`src/hdl/ray_triangle_intersect_defines.svh`:
```
// assertion macros used by the ray triangle top level
`ifndef RAY_TRIANGLE_INTERSECT_DEFINES_SVH
`define RAY_TRIANGLE_INTERSECT_DEFINES_SVH
`ifndef SYNTHESIS
`define RTI_ASSERT_IMPLY(lbl, clk, rst, ante, cons, msg) \
  lbl: assert property (@(posedge clk) disable iff (rst) (ante) |-> (cons)) else $error(msg);
`define RTI_ASSERT_NEXT(lbl, clk, rst, ante, cons, msg) \
  lbl: assert property (@(posedge clk) disable iff (rst) (ante) |=> (cons)) else $error(msg);
`else
`define RTI_ASSERT_IMPLY(lbl, clk, rst, ante, cons, msg)
`define RTI_ASSERT_NEXT(lbl, clk, rst, ante, cons, msg)
`endif
`endif

```
`src/hdl/rti_pkg.sv`:
```
package rti_pkg;

  localparam int COORD_BITS_DEF = 20;
  localparam int FRAC_BITS_DEF  = 12;
  localparam int EPS_W          = 12;
  localparam int DIST_W         = 19;
  localparam int BARY_W         = 13;
  localparam int OUT_W          = 48;

  localparam logic [EPS_W-1:0]  EPS_RESET = 12'd1;
  localparam logic [DIST_W-1:0] DIST_MAX  = '1;
  localparam logic [BARY_W-1:0] BARY_MAX  = '1;

  typedef struct packed {
    logic              valid;
    logic              miss;
    logic [DIST_W-1:0] best;
  } ctl_t;

endpackage

```
`src/hdl/rti_div.sv`:
```
module rti_div import rti_pkg::*; #(
  parameter int NW        = 54,
  parameter int FRAC_BITS = FRAC_BITS_DEF,
  localparam int SH = DIST_W - FRAC_BITS,
  localparam int RW = NW + 1
) (
  input  logic              clk,
  input  logic              en,
  input  logic [NW-1:0]     num,
  input  logic [NW-1:0]     den,
  output logic [DIST_W-1:0] quo
);

  logic [RW-1:0]     rem [DIST_W+1];
  logic [NW-1:0]     dv  [DIST_W+1];
  logic [SH-1:0]     lo  [DIST_W+1];
  logic [DIST_W-1:0] qb  [DIST_W+1];
  logic              sat [DIST_W+1];

  // quotient needs more than DIST_W bits
  always_ff @(posedge clk) begin
    if (en) begin
      sat[0] <= ({{SH{1'b0}}, num} >= {den, {SH{1'b0}}});
      rem[0] <= RW'(num >> SH);
      dv[0]  <= den;
      lo[0]  <= num[SH-1:0];
      qb[0]  <= '0;
    end
  end

  genvar k;
  generate
    for (k = 0; k < DIST_W; k++) begin : g_step
      logic          inbit;
      logic [RW-1:0] shifted;
      logic          ge;

      if (k < SH) begin : g_num
        assign inbit = lo[k][SH-1];
      end else begin : g_zero
        assign inbit = 1'b0;
      end

      assign shifted = {rem[k][NW-1:0], inbit};
      assign ge      = shifted >= {1'b0, dv[k]};

      always_ff @(posedge clk) begin
        if (en) begin
          rem[k+1] <= ge ? shifted - {1'b0, dv[k]} : shifted;
          dv[k+1]  <= dv[k];
          lo[k+1]  <= lo[k] << 1;
          qb[k+1]  <= {qb[k][DIST_W-2:0], ge};
          sat[k+1] <= sat[k];
        end
      end
    end
  endgenerate

  assign quo = sat[DIST_W] ? DIST_MAX : qb[DIST_W];

endmodule

```
`config.mk`:
```
export PLATFORM = sky130hd
export DESIGN_NAME = rti_div
export DESIGN_NICKNAME = d
export VERILOG_FILES = /design/src/hdl/ray_triangle_intersect_defines.svh /design/src/hdl/rti_pkg.sv /design/src/hdl/rti_div.sv
export SDC_FILE = /design/constraint.sdc
export NUM_CORES = 2
export LEC_CHECK = 0
export BUFFER_PORTS_ARGS = -buffer_cell sky130_fd_sc_hd__buf_2
export CORE_MARGIN = 2
export CORE_UTILIZATION = 40
export CTS_CLUSTER_SIZE = 30
export DETAILED_ROUTE_END_ITERATION = 8
export GPL_TIMING_DRIVEN = 0
export HOLD_SLACK_MARGIN = 0.02
export SYNTH_ARGS = -nofsm -noshare
export SYNTH_HDL_FRONTEND = slang
export SYNTH_SLANG_ARGS = --single-unit
```
`constraint.sdc`:
```
create_clock -name clk -period 4.9 [get_ports clk]
set_clock_uncertainty 0.05 [all_clocks]
set_input_delay 0.735 -clock clk [delete_from_list [all_inputs] [get_ports clk]]
set_output_delay 0.735 -clock clk [all_outputs]
set_load 0.05 [all_outputs]
```
# ---- After elaboration in Yosys (flattened, before gate mapping)
# Memory sizes are Yosys's and may differ from the RTL's.
# Index checks and enable logic that the tools add are counted.
dict set report op_classes {
  add_sub_neg 19
  n_lt_le_gt_ge 20
  muxes 22
}
# operator n
set ops {}
lappend ops {{>= comparator 55 x 54 -> 1 bit} 19}
lappend ops {{2-to-1 mux 55 bit} 19}
lappend ops {{subtractor 55 x 54 -> 55 bit} 19}
lappend ops {{>= comparator 54 x 61 -> 1 bit} 1}
lappend ops {{2-to-1 mux 19 bit} 1}
lappend ops {{2-to-1 mux 1 bit} 2}
dict set report word_totals {
  regBits 0
  ramBits 2720
  inputBits 110
  out_inout_bits 19
  elab_cells 66
  n_memories 5
}
# memory words word_bits read_ports rd_clocked_by_memory_dff write_ports line
set memory_table {}
lappend memory_table {rem 20 55 19 0 20 rti_div.sv:14} ;# logic [RW-1:0] rem [DIST_W+1];
lappend memory_table {dv 20 54 19 0 20 rti_div.sv:15} ;# logic [NW-1:0] dv [DIST_W+1];
lappend memory_table {qb 20 19 20 0 20 rti_div.sv:17} ;# logic [DIST_W-1:0] qb [DIST_W+1];
lappend memory_table {lo 20 7 19 0 20 rti_div.sv:16} ;# logic [SH-1:0] lo [DIST_W+1];
lappend memory_table {sat 20 1 20 0 20 rti_div.sv:18} ;# logic sat [DIST_W+1];

# ---- Logic depth before layout (Yosys ltp)
# An unclocked memory read counts as a cell.
dict set report depth {
  depth_word 3
  ltp_mapped 18
  ltp_nobuf 16
}

# ---- Worst setup path before layout
# OpenSTA, ideal clock, no wires.
dict set report synth_path {
  path_type {flip-flop to flip-flop}
  startpoint {memory lo[1][6] (netlist bit)}
  endpoint {memory rem[2][42] (netlist bit) (data pin)}
  setup_ns 0.260
  t_arrival_ns 3.594
  required_ns 4.590
  slack_ns 0.995
  path_stages_with_launch 17
  path_buffers 0
  cell_sequence {edfxtp_1 -> inv_1 -> ha_1 -> inv_1 -> fa_1 -> a21o_1 -> a21oi_1 -> o21ai_0 -> a221oi_1 -> o21ai_0 -> a21oi_1 -> nor3_1 -> or2_2 -> o31ai_1 -> o21ai_0 -> xnor2_1 -> a21oi_1}
}
# item line
set synth_lines {}
lappend synth_lines {{from (decl)} rti_div.sv:16}
lappend synth_lines {{to (decl)} rti_div.sv:14}

==> out/qor.yml <==
ys_warn_count: 0
syn_area_per_cell_um2: 10.7
peakVddDrop_uv: 336
async_flop_share: 0
slew_headroom: -0.0202
cp_slowest_cell: "o41ai_2"
routed_wirelength_um: 360000
design_area_um2: 156000
drt-pass1-iter-count: 7
numCtsBuffers: 278
drtIter0Drc: 4515
endpoint_kind: "flip-flop"
setup_slack_ns: 0.0462
r2r_slack_ns: 0.05
max_cap_violations: 1
slowest_delay_ns: 0.55
reg2regPathDepth: 16
status: "finished with violations"
fp.dieW_um: 590
fmax_mhz: 206
ys_seq_area_frac: 0.498
synth_cells: 12900
worst_slew_pin_slew_ns: 1.53
critPathLaunchType: "flip-flop"
die_h_um: 590
postRouteAntennaNets: 0
coreArea_um2: 343000
leakage_nw: 64.3
dp.cells: 17600
hold_path.class: "in -> reg"
grt_pass1_vias: 98600
grt_usage: 0.203
layout.cells.non_filler: 18300
synth_cell_types: 106
cp_num_buf_inv: 4
overflow: 0
nNetsFinal: 14700
grt_max_degree: 176
antenna_found_initial: 8
critPathTopFamily: "compound AO/OA/AOI/OAI gates"
drive_above_1_share: 0.0882
route.detailed.drc: 0
final_cell_mix: "2283 x edfxtp_1, 1293 x inv_1, 1246 x a21oi_1"
rows: 215
insertion_delay_ns: 0.91
ys_ff_latch: 2283
grt_pass1_wl_um: 549000
finalSetupViolCount: 0
ctsHtreeMaxLevel: 5
final_common_cell: "edfxtp_1"
viasPerCell: 5.21
ys.flop_type: "edfxtp_1"
drv_slew: 2
hold_viol_final: 0
cellPowerDensity_nw_per_um2: 635
hpwl_um: 284000
path_cells: "ha_1, nand2_1, o21bai_1, nand3b_1, a21oi_2, a21oi_2, a21oi_1, o41ai_2, o2111ai_1, and2_4, o41a_1, buf_2, inv_2, buf_4, buf_4, a31oi_1"
crit_cells: 16
cts.path.max_buffers: 4
syn_to_final_growth_pct: 13.1
crit_path_start: "rem[10][1]"
io_buffers: 128
critPathRequiredTime_ns: 5.46
wl_per_cell_um: 19.7
hold_ws_ns: 0.229
critPathMaxFanout: 10
criticalPathCategory: "reg -> reg"
path_clk_slew_ns: 0.06
final-seq-area_um2: 68600
place_area_um2: 145000
rsz0062_at_grt: "no"
syn_area_um2: 138000
pre_cts_ws_ns: -1.79
fillCellCount: 32200
initial_utilization: 0.401
cts_tree: "built"
min_period_ns: 4.85
syn_nets: 14100
r2r-start: "rem[10][1]"
regToRegEndpoint: "rem[11][50]"
violations: "capacitance limit, slew limit"
io_pins: 129
dieArea_um2: 349000
synth-edff-count: 2283
timing.final.crit_share: 0.991
root_buffer: "clkbuf_16"
vias: 95100
multi_input_area_um2: 62900
cp-endpoint: "rem[11][50]"
cts.sinks: 2283
gp_congestion: 0.953
cp.arrival_ns: 5.42
==> metrics by stage <==
step | total power, mW | util | TNS (ns)
finish | 98.7 | 0.454 | 0
CTS | 99.2 | 0.453 | 0
global placement | 79.6 | 0.420 | -
global route | 106 | 0.454 | 0
floorplan | 65.3 | - | 0
detailed placement | 78.2 | 0.422 | -1251.64
==> kinds of logic after synthesis <==
family / Yosys count / share of synthesized area
mux: 343 / 0.0293
simple gates: 2833 / 0.0968
flops: 2283 / 0.498
compound gates: 3754 / 0.170
xor+xnor: 888 / 0.0565
fa+ha+maj: 1084 / 0.0996
buf+inv: 1730 / 0.0490
==> cell type report <==
| cell class | instances | share of cell area |
|---|---|---|
| multi-input cells | 8902 | 0.405 |
| plain buffers | 431 | 0.0129 |
| repair buffers | 296 | 0.0175 |
| inverters | 1297 | 0.0314 |
| well taps | 4557 | 0.0367 |
| diodes | 17 | 0.000274 |
| flip-flops and latches | 2283 | 0.441 |
| clock inverters | 142 | 0.00786 |
| clock buffers | 347 | 0.0480 |
==> worst register-to-register path, cell delays in order, from the launching register on <==
cell       delay [ns]
edfxtp_1         0.40
ha_1             0.38
nand2_1          0.12
o21bai_1         0.20
nand3b_1         0.13
a21oi_2          0.10
a21oi_2          0.28
a21oi_1          0.28
o41ai_2          0.55
o2111ai_1        0.29
and2_4           0.25
o41a_1           0.36
buf_2            0.19
inv_2            0.18
buf_4            0.30
buf_4            0.37
a31oi_1          0.14
==> routing by layer <==
metal / global-route usage / routed length (µm) / up-vias
met5: 0 / 0 / -
met3: 0.0191 / 8770 / 979
met4: 0.151 / 30900 / 0
li1: - / - / 48300
met2: 0.405 / 196000 / 1778
met1: 0.187 / 125000 / 44100
==> flip-flops by register name, indices dropped and copies added, names as in the netlist <==
signal and count:
lo 28, sat 20, qb 190, rem 1019, dv 1026
==> power by group <==
group / internal (mW) / switching, mW
registers: 28.7 / 2.64
clock network: 11.7 / 8.15
logic: 19.5 / 28.0
==> how the worst min path moves through the flow <==
stage | end | slack (ns) | cells past startpoint | startpoint
3_5_place_dp | lo[1][1] | 0.35 | 0 | lo[0][0]
6_report | dv[0][47] | 0.23 | 1 | en
4_1_cts | rem[1][53] | 0.19 | 1 | en
3_3_place_gp | sat[9] | 0.35 | 0 | sat[8]
5_1_grt | rem[0][46] | 0.22 | 1 | en
2_1_floorplan | lo[1][1] | 0.35 | 0 | lo[0][0]
==> cell usage after synthesis (all sizes together), types with 28 or more instances <==
library cell / count / area [µm²]
or2: 47 / 294
and2: 50 / 315
nor3: 102 / 510
ha: 1066 / 13300
nor2b: 131 / 820
nand2: 968 / 3630
nor2: 713 / 2680
a221oi: 32 / 305
xor2: 353 / 3090
xnor2: 535 / 4690
o21a: 98 / 743
or3: 28 / 180
o21ai: 845 / 4250
clkbuf: 324 / 1220
mux2: 334 / 3940
inv: 1297 / 4870
a211oi: 75 / 573
nor4: 51 / 319
a21o: 714 / 5360
a21oi: 1263 / 6340
o31ai: 75 / 592
o21bai: 166 / 1250
o211ai: 43 / 323
and3: 103 / 644
nand2b: 115 / 719
buf: 109 / 651
a41oi: 32 / 280
nand3: 215 / 1080
edfxtp: 2283 / 68600
nand4: 223 / 1400
a31oi: 141 / 935
==> what timing repair did <==
item / 4_1_cts / 5_1_grt
pin swaps: 14 / 7
hold buffers: 108 / 0
gates resized for setup: 143 / 54
setup buffers: 20 / 7
hold endpoints to repair: 108 / 0
endpoints found under the setup margin: 1308 / 512
gates cloned: 5 / 1
(Power assumes the default switching activity.)
